==> config.mk <==
export PLATFORM = sky130hd
export DESIGN_NAME = nmea_gll_sentence_parser_core_flat
export DESIGN_NICKNAME = d
export VERILOG_FILES = /design/src/rtl/core/nmgll_pkg.sv /design/src/rtl/core/nmgll_byte_if.sv /design/src/rtl/core/nmgll_fix_if.sv /design/src/rtl/core/nmea_gll_sentence_parser_core.sv /design/src/rtl/core/nmgll_frame.sv /design/src/rtl/core/nmgll_coord.sv /design/src/rtl/core/nmgll_result.sv /design/src/flat_wrapper.sv
export SDC_FILE = /design/constraint.sdc
export NUM_CORES = 2
export LEC_CHECK = 0
export BUFFER_PORTS_ARGS = -buffer_cell sky130_fd_sc_hd__buf_2
export CAP_MARGIN = 20
export CORE_MARGIN = 2
export CORE_UTILIZATION = 35
export CTS_CLUSTER_SIZE = 14
export DETAILED_ROUTE_END_ITERATION = 6
export GPL_ROUTABILITY_DRIVEN = 0
export SETUP_SLACK_MARGIN = 0.4
export SLEW_MARGIN = 30
export SYNTH_ARGS = -nofsm -noshare
export SYNTH_HDL_FRONTEND = slang
export SYNTH_SLANG_ARGS = --single-unit
==> constraint.sdc <==
create_clock -name clk_i -period 19.4 [get_ports clk_i]
set_input_delay 0.97 -clock clk_i [delete_from_list [all_inputs] [get_ports clk_i]]
set_output_delay 0.97 -clock clk_i [all_outputs]
set_load 0.03 [all_outputs]
==> src/rtl/core/nmgll_pkg.sv <==
`timescale 1ns / 1ps
// ----------------------------------------------------------------------------
// nmgll_pkg: shared types, constants and tables of the GLL sentence parser
// Character codes, coordinate window weights and the structs that run
// between the line framer, the coordinate accumulators and the result stage.
// ----------------------------------------------------------------------------
package nmgll_pkg;

  // character codes
  localparam logic [7:0] CH_NL     = 8'h0A;
  localparam logic [7:0] CH_STAR   = 8'h2A;
  localparam logic [7:0] CH_DOLLAR = 8'h24;
  localparam logic [7:0] CH_COMMA  = 8'h2C;
  localparam logic [7:0] CH_ZERO   = 8'h30;
  localparam logic [7:0] CH_SEVEN  = 8'h37;
  localparam logic [7:0] CH_NINE   = 8'h39;
  localparam logic [7:0] CH_A      = 8'h41;
  localparam logic [7:0] CH_V      = 8'h56;
  localparam logic [7:0] CH_S      = 8'h53;
  localparam logic [7:0] CH_W      = 8'h57;

  // header tracking: 0..5 bytes matched, then matched or missed
  localparam logic [2:0] HDR_MATCHED = 3'd6;
  localparam logic [2:0] HDR_MISS    = 3'd7;

  // coordinate window: slot 0 is the skip slot, slots 1..28 are offsets 0..27
  localparam logic [4:0] WIN_END   = 5'd29;
  localparam logic [4:0] OFF_SOUTH = 5'd12;
  localparam logic [4:0] OFF_WEST  = 5'd27;

  // accumulator widths
  localparam int ACC_W = 39;
  localparam int Q_W   = 30;
  localparam int D_W   = 9;

  // clamp limits in degrees times 10^7
  localparam logic signed [39:0] LAT_LIM = 40'sd1000000000;
  localparam logic signed [39:0] LON_LIM = 40'sd10000000000;

  typedef enum logic [1:0] {
    FIX_UNDEC   = 2'd0,
    FIX_DECODE  = 2'd1,
    FIX_INVALID = 2'd2,
    FIX_NONE    = 2'd3
  } fix_e;

  typedef enum logic [1:0] {
    ST_OK      = 2'd0,
    ST_CKSUM   = 2'd1,
    ST_INVALID = 2'd2,
    ST_NOFIX   = 2'd3
  } status_e;

  // weight of one window offset: k is the full e7 weight of the digit,
  // wq and wr split the micro-minute weight into quotient and remainder by 6
  typedef struct packed {
    logic               lat;
    logic               lon;
    logic signed [30:0] k;
    logic signed [21:0] wq;
    logic [2:0]         wr;
  } weight_t;

  // one window update toward the coordinate accumulators
  typedef struct packed {
    logic                  lat_en;
    logic                  lon_en;
    logic signed [D_W-1:0] d;
    weight_t               wt;
  } win_t;

  // accumulator state: acc = degrees*10^7 + floor(micro/6), micro = 6*q + r
  typedef struct packed {
    logic signed [ACC_W-1:0] acc;
    logic signed [Q_W-1:0]   q;
    logic [2:0]              r;
  } coord_t;

  // line close information from the framer
  typedef struct packed {
    logic    hit;
    status_e status;
    logic    south;
    logic    west;
  } frm_res_t;

  // expected header byte at a header position
  function automatic logic [7:0] hdr_char(input logic [2:0] idx);
    logic [7:0] c;
    unique case (idx)
      3'd0:    c = 8'h24;
      3'd1:    c = 8'h47;
      3'd2:    c = 8'h4E;
      3'd3:    c = 8'h47;
      3'd4:    c = 8'h4C;
      3'd5:    c = 8'h4C;
      default: c = 8'h00;
    endcase
    return c;
  endfunction

  // weight table of the coordinate window
  function automatic weight_t coord_weight(input logic [4:0] off);
    weight_t w;
    w = '0;
    unique case (off)
      5'd0:  begin w.lat = 1'b1; w.k = 31'sd100000000; end
      5'd1:  begin w.lat = 1'b1; w.k = 31'sd10000000; end
      5'd2:  begin w.lat = 1'b1; w.k = 31'sd1666666; w.wq = 22'sd1666666; w.wr = 3'd4; end
      5'd3:  begin w.lat = 1'b1; w.k = 31'sd166666; w.wq = 22'sd166666; w.wr = 3'd4; end
      5'd5:  begin w.lat = 1'b1; w.k = 31'sd16666; w.wq = 22'sd16666; w.wr = 3'd4; end
      5'd6:  begin w.lat = 1'b1; w.k = 31'sd1666; w.wq = 22'sd1666; w.wr = 3'd4; end
      5'd7:  begin w.lat = 1'b1; w.k = 31'sd166; w.wq = 22'sd166; w.wr = 3'd4; end
      5'd8:  begin w.lat = 1'b1; w.k = 31'sd16; w.wq = 22'sd16; w.wr = 3'd4; end
      5'd9:  begin w.lat = 1'b1; w.k = 31'sd1; w.wq = 22'sd1; w.wr = 3'd4; end
      5'd10: begin w.lat = 1'b1; w.wr = 3'd1; end
      5'd14: begin w.lon = 1'b1; w.k = 31'sd1000000000; end
      5'd15: begin w.lon = 1'b1; w.k = 31'sd100000000; end
      5'd16: begin w.lon = 1'b1; w.k = 31'sd10000000; end
      5'd17: begin w.lon = 1'b1; w.k = 31'sd1666666; w.wq = 22'sd1666666; w.wr = 3'd4; end
      5'd18: begin w.lon = 1'b1; w.k = 31'sd166666; w.wq = 22'sd166666; w.wr = 3'd4; end
      5'd20: begin w.lon = 1'b1; w.k = 31'sd16666; w.wq = 22'sd16666; w.wr = 3'd4; end
      5'd21: begin w.lon = 1'b1; w.k = 31'sd1666; w.wq = 22'sd1666; w.wr = 3'd4; end
      5'd22: begin w.lon = 1'b1; w.k = 31'sd166; w.wq = 22'sd166; w.wr = 3'd4; end
      5'd23: begin w.lon = 1'b1; w.k = 31'sd16; w.wq = 22'sd16; w.wr = 3'd4; end
      5'd24: begin w.lon = 1'b1; w.k = 31'sd1; w.wq = 22'sd1; w.wr = 3'd4; end
      5'd25: begin w.lon = 1'b1; w.wr = 3'd1; end
      default: w = '0;
    endcase
    return w;
  endfunction

endpackage

==> src/rtl/core/nmgll_byte_if.sv <==
`timescale 1ns / 1ps
// ----------------------------------------------------------------------------
// nmgll_byte_if: byte stream channel
// Valid/ready channel that carries one character of the NMEA stream.
// ----------------------------------------------------------------------------
interface nmgll_byte_if;
  logic       valid;
  logic       ready;
  logic [7:0] data_byte;

  modport source (output valid, output data_byte, input ready);
  modport sink   (input valid, input data_byte, output ready);
endinterface

==> src/rtl/core/nmgll_fix_if.sv <==
`timescale 1ns / 1ps
// ----------------------------------------------------------------------------
// nmgll_fix_if: position result channel
// Valid/ready channel that carries one parsed GLL status and position.
// ----------------------------------------------------------------------------
interface nmgll_fix_if;
  logic               valid;
  logic               ready;
  logic [1:0]         status;
  logic signed [30:0] latitude_e7;
  logic signed [34:0] longitude_e7;

  modport source (output valid, output status, output latitude_e7, output longitude_e7,
                  input ready);
  modport sink   (input valid, input status, input latitude_e7, input longitude_e7,
                  output ready);
endinterface

==> src/rtl/core/nmea_gll_sentence_parser_core.sv <==
`timescale 1ns / 1ps
// Result path: the result of a newline byte goes from the input register to
// the output register, from which it is offered. Throughput: one byte per
// cycle; the input stalls only while a result waits in the output register
// and the input register holds the newline of a GNGLL line with a star.
// Reset: asynchronous, active low; the parser starts at the head of a line
// and both registers are empty.
// ----------------------------------------------------------------------------
// nmea_gll_sentence_parser_core: GNGLL sentence parser
// Parses an NMEA byte stream and gives status and position of every
// GNGLL line that carries a checksum star.
// ----------------------------------------------------------------------------
module nmea_gll_sentence_parser_core (
  input  logic       clk_i,
  input  logic       rst_ni,
  nmgll_byte_if.sink byte_i,
  nmgll_fix_if.source fix_o
);

  logic                s1_vld_q;
  logic [7:0]          s1_byte_q;
  logic                s1_adv;
  logic                out_free;
  logic                out_vld;
  nmgll_pkg::frm_res_t frm_res;
  nmgll_pkg::win_t     win;
  logic                clr;
  nmgll_pkg::coord_t   lat_c;
  nmgll_pkg::coord_t   lon_c;

  // handshake between the input register and the output register
  assign out_free     = !out_vld || fix_o.ready;
  assign s1_adv       = s1_vld_q && (!frm_res.hit || out_free);
  assign byte_i.ready = !s1_vld_q || s1_adv;

  // input register
  always_ff @(posedge clk_i or negedge rst_ni) begin
    if (!rst_ni) begin
      s1_vld_q <= 1'b0;
    end else if (byte_i.valid && byte_i.ready) begin
      s1_vld_q <= 1'b1;
    end else if (s1_adv) begin
      s1_vld_q <= 1'b0;
    end
  end

  always_ff @(posedge clk_i) begin
    if (byte_i.valid && byte_i.ready) begin
      s1_byte_q <= byte_i.data_byte;
    end
  end

  // line framer
  nmgll_frame u_frame (
    .clk_i  (clk_i),
    .rst_ni (rst_ni),
    .step_i (s1_adv),
    .byte_i (s1_byte_q),
    .res_o  (frm_res),
    .win_o  (win),
    .clr_o  (clr)
  );

  // latitude and longitude accumulators
  nmgll_coord u_lat (
    .clk_i   (clk_i),
    .rst_ni  (rst_ni),
    .clr_i   (clr),
    .en_i    (win.lat_en),
    .win_i   (win),
    .coord_o (lat_c)
  );

  nmgll_coord u_lon (
    .clk_i   (clk_i),
    .rst_ni  (rst_ni),
    .clr_i   (clr),
    .en_i    (win.lon_en),
    .win_i   (win),
    .coord_o (lon_c)
  );

  // result stage
  nmgll_result u_result (
    .clk_i    (clk_i),
    .rst_ni   (rst_ni),
    .load_i   (s1_adv && frm_res.hit),
    .pop_i    (fix_o.ready),
    .frm_i    (frm_res),
    .lat_i    (lat_c),
    .lon_i    (lon_c),
    .valid_o  (out_vld),
    .status_o (fix_o.status),
    .lat_o    (fix_o.latitude_e7),
    .lon_o    (fix_o.longitude_e7)
  );

  assign fix_o.valid = out_vld;

endmodule

==> src/rtl/core/nmgll_frame.sv <==
`timescale 1ns / 1ps
// ----------------------------------------------------------------------------
// nmgll_frame: line framer
// Tracks the header, the running checksum, the sent checksum, the fix flag
// and the coordinate window position of the current line.
// ----------------------------------------------------------------------------
module nmgll_frame (
  input  logic                clk_i,
  input  logic                rst_ni,
  input  logic                step_i,
  input  logic [7:0]          byte_i,
  output nmgll_pkg::frm_res_t res_o,
  output nmgll_pkg::win_t     win_o,
  output logic                clr_o
);

  logic [2:0]       hdr_q, hdr_d;
  logic             star_q, star_d;
  logic [7:0]       xor_q, xor_d;
  logic [1:0]       hex_cnt_q, hex_cnt_d;
  logic [7:0]       cs_q, cs_d;
  logic             comma_q, comma_d;
  nmgll_pkg::fix_e  fix_q, fix_d;
  logic [4:0]       pos_q, pos_d;
  logic             south_q, south_d;
  logic             west_q, west_d;

  logic             is_nl;
  logic [7:0]       cs_digit;
  logic             feed;
  logic [4:0]       feed_pos;
  logic [4:0]       win_off;
  logic             win_act;
  nmgll_pkg::weight_t wt;

  assign is_nl    = (byte_i == nmgll_pkg::CH_NL);
  assign cs_digit = (byte_i > nmgll_pkg::CH_NINE) ? byte_i - nmgll_pkg::CH_SEVEN
                                                 : byte_i - nmgll_pkg::CH_ZERO;
  assign win_off  = feed_pos - 5'd1;
  assign win_act  = feed && (feed_pos != 5'd0);
  assign wt       = nmgll_pkg::coord_weight(win_off);

  // next state of the line
  always_comb begin
    hdr_d     = hdr_q;
    star_d    = star_q;
    xor_d     = xor_q;
    hex_cnt_d = hex_cnt_q;
    cs_d      = cs_q;
    comma_d   = comma_q;
    fix_d     = fix_q;
    pos_d     = pos_q;
    south_d   = south_q;
    west_d    = west_q;
    feed      = 1'b0;
    feed_pos  = pos_q;
    if (is_nl) begin
      hdr_d     = '0;
      star_d    = 1'b0;
      xor_d     = '0;
      hex_cnt_d = '0;
      cs_d      = '0;
      comma_d   = 1'b0;
      fix_d     = nmgll_pkg::FIX_UNDEC;
      pos_d     = '0;
      south_d   = 1'b0;
      west_d    = 1'b0;
    end else begin
      // header match
      if (hdr_q < nmgll_pkg::HDR_MATCHED) begin
        hdr_d = (byte_i == nmgll_pkg::hdr_char(hdr_q)) ? hdr_q + 3'd1 : nmgll_pkg::HDR_MISS;
      end
      // running checksum and sent checksum digits
      if (!star_q) begin
        if (byte_i == nmgll_pkg::CH_STAR) begin
          star_d = 1'b1;
        end else if (byte_i != nmgll_pkg::CH_DOLLAR) begin
          xor_d = xor_q ^ byte_i;
        end
      end else if (hex_cnt_q < 2'd2) begin
        if (hex_cnt_q == 2'd0) begin
          cs_d = {cs_digit[3:0], 4'h0};
        end else begin
          cs_d = cs_q | cs_digit;
        end
        hex_cnt_d = hex_cnt_q + 2'd1;
      end
      // fix flag and coordinate window
      if (!comma_q) begin
        if (byte_i == nmgll_pkg::CH_COMMA) begin
          comma_d = 1'b1;
        end
      end else begin
        unique case (fix_q)
          nmgll_pkg::FIX_UNDEC: begin
            if (byte_i == nmgll_pkg::CH_A) begin
              fix_d = nmgll_pkg::FIX_DECODE;
              pos_d = '0;
            end else if (byte_i == nmgll_pkg::CH_V) begin
              fix_d = nmgll_pkg::FIX_INVALID;
            end else if (byte_i == nmgll_pkg::CH_COMMA) begin
              fix_d = nmgll_pkg::FIX_NONE;
            end else begin
              fix_d    = nmgll_pkg::FIX_DECODE;
              feed     = 1'b1;
              feed_pos = 5'd1;
            end
          end
          nmgll_pkg::FIX_DECODE: begin
            feed = (pos_q < nmgll_pkg::WIN_END);
          end
          default: ;
        endcase
      end
      // hemisphere marks, window slot is the offset plus one
      if (feed) begin
        pos_d = feed_pos + 5'd1;
        if (feed_pos == (nmgll_pkg::OFF_SOUTH + 5'd1)) begin
          south_d = (byte_i == nmgll_pkg::CH_S);
        end
        if (feed_pos == (nmgll_pkg::OFF_WEST + 5'd1)) begin
          west_d = (byte_i == nmgll_pkg::CH_W);
        end
      end
    end
  end

  // line state registers
  always_ff @(posedge clk_i or negedge rst_ni) begin
    if (!rst_ni) begin
      hdr_q     <= '0;
      star_q    <= 1'b0;
      xor_q     <= '0;
      hex_cnt_q <= '0;
      cs_q      <= '0;
      comma_q   <= 1'b0;
      fix_q     <= nmgll_pkg::FIX_UNDEC;
      pos_q     <= '0;
      south_q   <= 1'b0;
      west_q    <= 1'b0;
    end else if (step_i) begin
      hdr_q     <= hdr_d;
      star_q    <= star_d;
      xor_q     <= xor_d;
      hex_cnt_q <= hex_cnt_d;
      cs_q      <= cs_d;
      comma_q   <= comma_d;
      fix_q     <= fix_d;
      pos_q     <= pos_d;
      south_q   <= south_d;
      west_q    <= west_d;
    end
  end

  // line close status, checksum first, then invalid flag, then no fix
  always_comb begin
    res_o.hit   = is_nl && (hdr_q == nmgll_pkg::HDR_MATCHED) && star_q;
    res_o.south = south_q;
    res_o.west  = west_q;
    if (xor_q != cs_q) begin
      res_o.status = nmgll_pkg::ST_CKSUM;
    end else if (fix_q == nmgll_pkg::FIX_INVALID) begin
      res_o.status = nmgll_pkg::ST_INVALID;
    end else if (fix_q != nmgll_pkg::FIX_DECODE) begin
      res_o.status = nmgll_pkg::ST_NOFIX;
    end else begin
      res_o.status = nmgll_pkg::ST_OK;
    end
  end

  // window update toward the accumulators
  assign win_o.lat_en = step_i && !is_nl && win_act && wt.lat;
  assign win_o.lon_en = step_i && !is_nl && win_act && wt.lon;
  assign win_o.d      = $signed({1'b0, byte_i}) - 9'sd48;
  assign win_o.wt     = wt;
  assign clr_o        = step_i && is_nl;

endmodule

==> src/rtl/core/nmgll_coord.sv <==
`timescale 1ns / 1ps
// ----------------------------------------------------------------------------
// nmgll_coord: coordinate accumulator
// Accumulates one axis in degrees times 10^7, keeping the micro-minute sum
// as quotient and remainder by six so that no divider is needed.
// ----------------------------------------------------------------------------
module nmgll_coord (
  input  logic              clk_i,
  input  logic              rst_ni,
  input  logic              clr_i,
  input  logic              en_i,
  input  nmgll_pkg::win_t   win_i,
  output nmgll_pkg::coord_t coord_o
);

  nmgll_pkg::coord_t c_q, c_d;

  logic signed [39:0] prod_k;
  logic signed [29:0] prod_q;
  logic signed [11:0] prod_r;
  logic signed [11:0] t_s;
  logic [10:0]        t;
  logic [21:0]        t_mul;
  logic [9:0]         qd;
  logic [10:0]        six_q;
  logic [10:0]        rem;
  logic signed [10:0] qd_off;

  // digit times weight
  assign prod_k = 40'(win_i.d) * 40'(win_i.wt.k);
  assign prod_q = 30'(win_i.d) * 30'(win_i.wt.wq);
  assign prod_r = 12'(win_i.d) * $signed({9'b0, win_i.wt.wr});

  // new remainder, offset by 192 to stay positive, split by six
  assign t_s    = $signed({9'b0, c_q.r}) + prod_r + 12'sd192;
  assign t      = t_s[10:0];
  assign t_mul  = 22'(t) * 22'd683;
  assign qd     = t_mul[21:12];
  assign six_q  = 11'(qd) * 11'd6;
  assign rem    = t - six_q;
  assign qd_off = $signed({1'b0, qd}) - 11'sd32;

  assign c_d.acc = c_q.acc + 39'(prod_k) + 39'(qd_off);
  assign c_d.q   = c_q.q + prod_q + 30'(qd_off);
  assign c_d.r   = rem[2:0];

  // accumulator registers, cleared at line end
  always_ff @(posedge clk_i or negedge rst_ni) begin
    if (!rst_ni) begin
      c_q <= '0;
    end else if (clr_i) begin
      c_q <= '0;
    end else if (en_i) begin
      c_q <= c_d;
    end
  end

  assign coord_o = c_q;

endmodule

==> src/rtl/core/nmgll_result.sv <==
`timescale 1ns / 1ps
// ----------------------------------------------------------------------------
// nmgll_result: result stage
// Turns the accumulators into signed, clamped coordinates (zero unless the
// line is ok) and holds the result item in the output register until it is taken.
// ----------------------------------------------------------------------------
module nmgll_result (
  input  logic                clk_i,
  input  logic                rst_ni,
  input  logic                load_i,
  input  logic                pop_i,
  input  nmgll_pkg::frm_res_t frm_i,
  input  nmgll_pkg::coord_t   lat_i,
  input  nmgll_pkg::coord_t   lon_i,
  output logic                valid_o,
  output logic [1:0]          status_o,
  output logic signed [30:0]  lat_o,
  output logic signed [34:0]  lon_o
);

  // truncate toward zero, apply hemisphere, clamp
  function automatic logic signed [39:0] coord_final(input nmgll_pkg::coord_t c,
                                                    input logic neg,
                                                    input logic signed [39:0] lim);
    logic signed [39:0] v;
    v = 40'(c.acc) + (((c.q < 0) && (c.r != 3'd0)) ? 40'sd1 : 40'sd0);
    if (neg) begin
      v = -v;
    end
    if (v > lim) begin
      v = lim;
    end else if (v < -lim) begin
      v = -lim;
    end
    return v;
  endfunction

  logic                   vld_q;
  nmgll_pkg::status_e     stat_q;
  logic signed [30:0]     lat_q;
  logic signed [34:0]     lon_q;
  logic signed [39:0]     lat_v;
  logic signed [39:0]     lon_v;
  logic                   ok;

  assign ok    = (frm_i.status == nmgll_pkg::ST_OK);
  assign lat_v = coord_final(lat_i, frm_i.south, nmgll_pkg::LAT_LIM);
  assign lon_v = coord_final(lon_i, frm_i.west, nmgll_pkg::LON_LIM);

  // output valid
  always_ff @(posedge clk_i or negedge rst_ni) begin
    if (!rst_ni) begin
      vld_q <= 1'b0;
    end else if (load_i) begin
      vld_q <= 1'b1;
    end else if (pop_i) begin
      vld_q <= 1'b0;
    end
  end

  // output payload
  always_ff @(posedge clk_i) begin
    if (load_i) begin
      stat_q <= frm_i.status;
      lat_q  <= ok ? lat_v[30:0] : '0;
      lon_q  <= ok ? lon_v[34:0] : '0;
    end
  end

  assign valid_o  = vld_q;
  assign status_o = stat_q;
  assign lat_o    = lat_q;
  assign lon_o    = lon_q;

endmodule

==> src/flat_wrapper.sv <==
// flat-port wrapper written by rule: the top's interface ports become plain ports
module nmea_gll_sentence_parser_core_flat 
  (clk_i, rst_ni, byte_i_valid, byte_i_data_byte, byte_i_ready, fix_o_valid, fix_o_status, fix_o_latitude_e7, fix_o_longitude_e7, fix_o_ready);
  nmgll_byte_if byte_i_i ();
  nmgll_fix_if fix_o_i ();
  input  logic clk_i;
  input  logic rst_ni;
  input wire logic [$bits(byte_i_i.valid)-1:0] byte_i_valid;
  input wire logic [$bits(byte_i_i.data_byte)-1:0] byte_i_data_byte;
  output wire logic [$bits(byte_i_i.ready)-1:0] byte_i_ready;
  output wire logic [$bits(fix_o_i.valid)-1:0] fix_o_valid;
  output wire logic [$bits(fix_o_i.status)-1:0] fix_o_status;
  output wire logic [$bits(fix_o_i.latitude_e7)-1:0] fix_o_latitude_e7;
  output wire logic [$bits(fix_o_i.longitude_e7)-1:0] fix_o_longitude_e7;
  input wire logic [$bits(fix_o_i.ready)-1:0] fix_o_ready;
  assign byte_i_i.valid = byte_i_valid;
  assign byte_i_i.data_byte = byte_i_data_byte;
  assign byte_i_ready = byte_i_i.ready;
  assign fix_o_valid = fix_o_i.valid;
  assign fix_o_status = fix_o_i.status;
  assign fix_o_latitude_e7 = fix_o_i.latitude_e7;
  assign fix_o_longitude_e7 = fix_o_i.longitude_e7;
  assign fix_o_i.ready = fix_o_ready;
  nmea_gll_sentence_parser_core u_core (.clk_i(clk_i), .rst_ni(rst_ni), .byte_i(byte_i_i), .fix_o(fix_o_i));
endmodule
==> flow_summary.json <==
{
  "status": "finished clean",
  "first_iteration_detailed_routing_drc_count": 2707,
  "die-width_um": 361,
  "regToRegStartpoint": "u_core.s1_byte_q[0]$_DFFE_PP_",
  "die-area_mm2": 0.130,
  "setup_crit_end_kind": "flip-flop",
  "total_global_route_track_usage_pct": 19.3,
  "final_period_minus_worst_setup_slack_ns": 15.67,
  "timing.critical_path.required_ns": 19.84,
  "cap_viol_max_count": 0,
  "grt_first_pass_wirelength_um": 202000,
  "final.setup_skew_ns": 0.0665,
  "rsz0062_at_grt": "no",
  "timing.final.crit_share_pct": 80.8,
  "dp.cells": 6767,
  "io_pins": 82,
  "startpoint_type": "flip-flop",
  "drc": 0,
  "most_frequent_cell_on_critical_path": "sky130_fd_sc_hd__inv_1",
  "cts_repair_resize_count": 0,
  "r2r_setup_slack_ns": 3.73,
  "drt_first_pass_iters": 5,
  "cts.path.max_buffers": 3,
  "cts.reportedPaths.clkPinSlew_ns": 0.07,
  "final_hold_violations": 0,
  "worstHoldPathType": "input port to async pin",
  "critPathMaxFanout": 34,
  "clock_insertion_delay_worst_skew_ns": 0.65,
  "detail_route.wl_per_cell_um": 18.5,
  "numPortBuffers": 81,
  "cts_bufs_inserted": 39,
  "slew_violations": 0,
  "fillers": 12800,
  "critical-path-slowest-cell": "sky130_fd_sc_hd__a2111oi_0",
  "synth-seq-area-share_pct": 15.1,
  "initial_core_util_pct": 35.4,
  "synthesis_to_finish_area_growth_pct": 7.95,
  "post_synthesis_instance_area_mm2": 0.0446,
  "post_cts.repair.setup_buffers": 0,
  "grt_max_degree": 88,
  "vias": 36800,
  "tritoncts": "built",
  "cp_data_arrival_time_ns": 16.11,
  "fin_hold_ws_ns": 0.353,
  "clockRootBuffer": "sky130_fd_sc_hd__clkbuf_16",
  "final_cells": 6839,
  "syn-num-nets": 6196,
  "syn_avg_cell_area_um2": 8.58,
  "path_class": "flip-flop to flip-flop",
  "post_synth_top_flop": "sky130_fd_sc_hd__dfrtp_1",
  "diodes": 0,
  "drt_wl_total_um": 127000,
  "synthCells": 5193,
  "totalNegativeSetupSlack_ns": 0,
  "grt_antenna_before_repair": 3,
  "relSlewSlack_pct": 34.4,
  "final_net_count": 6161,
  "grt_remaining_overflow": 0,
  "synth_seq_cells": 254,
  "ctsHoldBuffers": 0,
  "synth-edff-count": 76,
  "postSynth.asyncResetShare_pct": 70.1,
  "number_of_global_route_vias_before_repair": 36200,
  "drt-vias-per-instance": 5.39,
  "antenna_left": 0,
  "setup_viol": 0,
  "slowest_delay_ns": 0.61,
  "dp.final_hpwl_um": 102000,
  "drive_above_1_share_pct": 5.26,
  "fp.dieH_um": 361,
  "cts-htree-levels": 2,
  "fmaxAchievable_mhz": 63.8,
  "numClockSinks": 254,
  "worst_r2r_path_depth": 55,
  "post_synth_num_cell_types": 103,
  "num_rows": 130,
  "cp-startpoint": "u_core.s1_byte_q[0]$_DFFE_PP_",
  "yosys_warnings": 0,
  "worst_pin_slew_ns": 0.981,
  "r2r_end": "u_core.u_lat.coord_o[70]$_DFFE_PN0P_",
  "core_region_area_mm2": 0.126
}
Yosys cell counts (all sizes together) (50+ instances only):
master,n,share of area (%)
a21o,95,1.6
a21oi,242,2.7
and2,66,0.93
clkbuf,158,1.3
dfrtp,178,10
edfxtp,76,5.1
fa,505,23
ha,486,14
inv,723,6.1
nand2,391,3.3
nand3,259,2.9
nand4,62,0.93
nor2,344,2.9
nor3,120,1.4
nor4,50,0.79
o21ai,313,3.5
xnor2,272,5.4
xor2,148,2.9
cells by family after synthesis:
group	Yosys count	share of synthesized area (%)
XOR/XNOR	420	8.28
AO/OA/AOI/OAI	1047	15.1
adder cells (fa/ha/maj)	991	36.3
flip-flops	254	15.1
AND/OR/NAND/NOR	1540	16.9
multiplexers	17	0.387
buffers and inverters	924	7.90
critical path: cells and delay by family (launching register included):
kind	cells	cell delay [ns]
AO/OA/AOI/OAI	17	4.30
XOR/XNOR	4	1.60
adder cells (fa/ha/maj)	12	4.65
buffers and inverters	11	1.87
flip-flops	1	0.36
AND/OR/NAND/NOR	11	2.63
worst max-delay path by stage:
stage / slack [ns] / end
2_1_floorplan: 4.09 / u_core.u_lat.coord_o[70]$_DFFE_PN0P_
3_3_place_gp: 4.21 / u_core.u_lat.coord_o[70]$_DFFE_PN0P_
3_5_place_dp: 3.95 / u_core.u_lat.coord_o[70]$_DFFE_PN0P_
4_1_cts: 3.80 / u_core.u_lat.coord_o[70]$_DFFE_PN0P_
5_1_grt: 2.61 / u_core.u_lat.coord_o[70]$_DFFE_PN0P_
6_report: 3.73 / u_core.u_lat.coord_o[70]$_DFFE_PN0P_
cells in the final DEF (no fill, tap or decap), drive strengths merged, types with 46 or more instances in the layout:
cell type / netlist / routed
nand4: 62 / 62
xor2: 148 / 148
inv: 723 / 728
nand2: 391 / 391
nand3: 259 / 259
ha: 486 / 486
xnor2: 272 / 272
a21oi: 242 / 242
nor2: 344 / 344
nand2b: 46 / 46
clkbuf: 158 / 46
nor3: 120 / 120
fa: 505 / 505
buf: 42 / 123
edfxtp: 76 / 76
o21ai: 313 / 313
a21o: 95 / 95
and2: 66 / 66
nor4: 50 / 50
o21a: 46 / 46
dfrtp: 178 / 178
state kept, by name, summed over array words and instances (netlist names), 2 cells and up:
signal / flops
u_core.u_result.status_o: 2
u_core.u_result.lon_o: 35
u_core.u_frame.xor_q: 8
u_core.u_lon.coord_o: 72
u_core.u_frame.fix_q: 2
u_core.s1_byte_q: 8
u_core.u_frame.pos_q: 5
u_core.u_frame.cs_q: 8
u_core.u_lat.coord_o: 72
u_core.u_frame.hdr_q: 3
u_core.u_result.lat_o: 31
u_core.u_frame.hex_cnt_q: 2
area by class of cell:
cell class              instances  area [um2]  share of cell area [%]
clock inverters                27         377                   0.783
multi-input cells            4015       34400                    71.5
repair buffers                124         744                    1.55
flip-flops and latches        254        6740                    14.0
well taps                    1650        2060                    4.29
clock buffers                  45        1060                    2.20
inverters                     724        2720                    5.65
per-stage QoR:
stage                     worst slack [ns]  util [%]  instance area (um2)
after detailed placement              3.95      37.0                46700
after global routing                  2.61      38.2                48100
after CTS                             3.80      38.2                48100
after floorplan                       4.09         -                44600
after global placement                4.21      37.0                46700
final                                 3.73      38.2                48100
routing by layer:
layer / routed length, um / vias up / global-route usage, % / part of all wire [%]
met4: 2890 / 4 / 4.60 / 2.3
met5: 24 / - / 0 / 0.019
li1: - / 17600 / - / -
met3: 8890 / 160 / 3.46 / 7.0
met2: 57100 / 1152 / 30.7 / 45
met1: 57700 / 17900 / 27.1 / 46
Power is left out: the tool's default activity adds up to more than one toggle a clock period on the data nets, which glitch-free logic cannot reach.
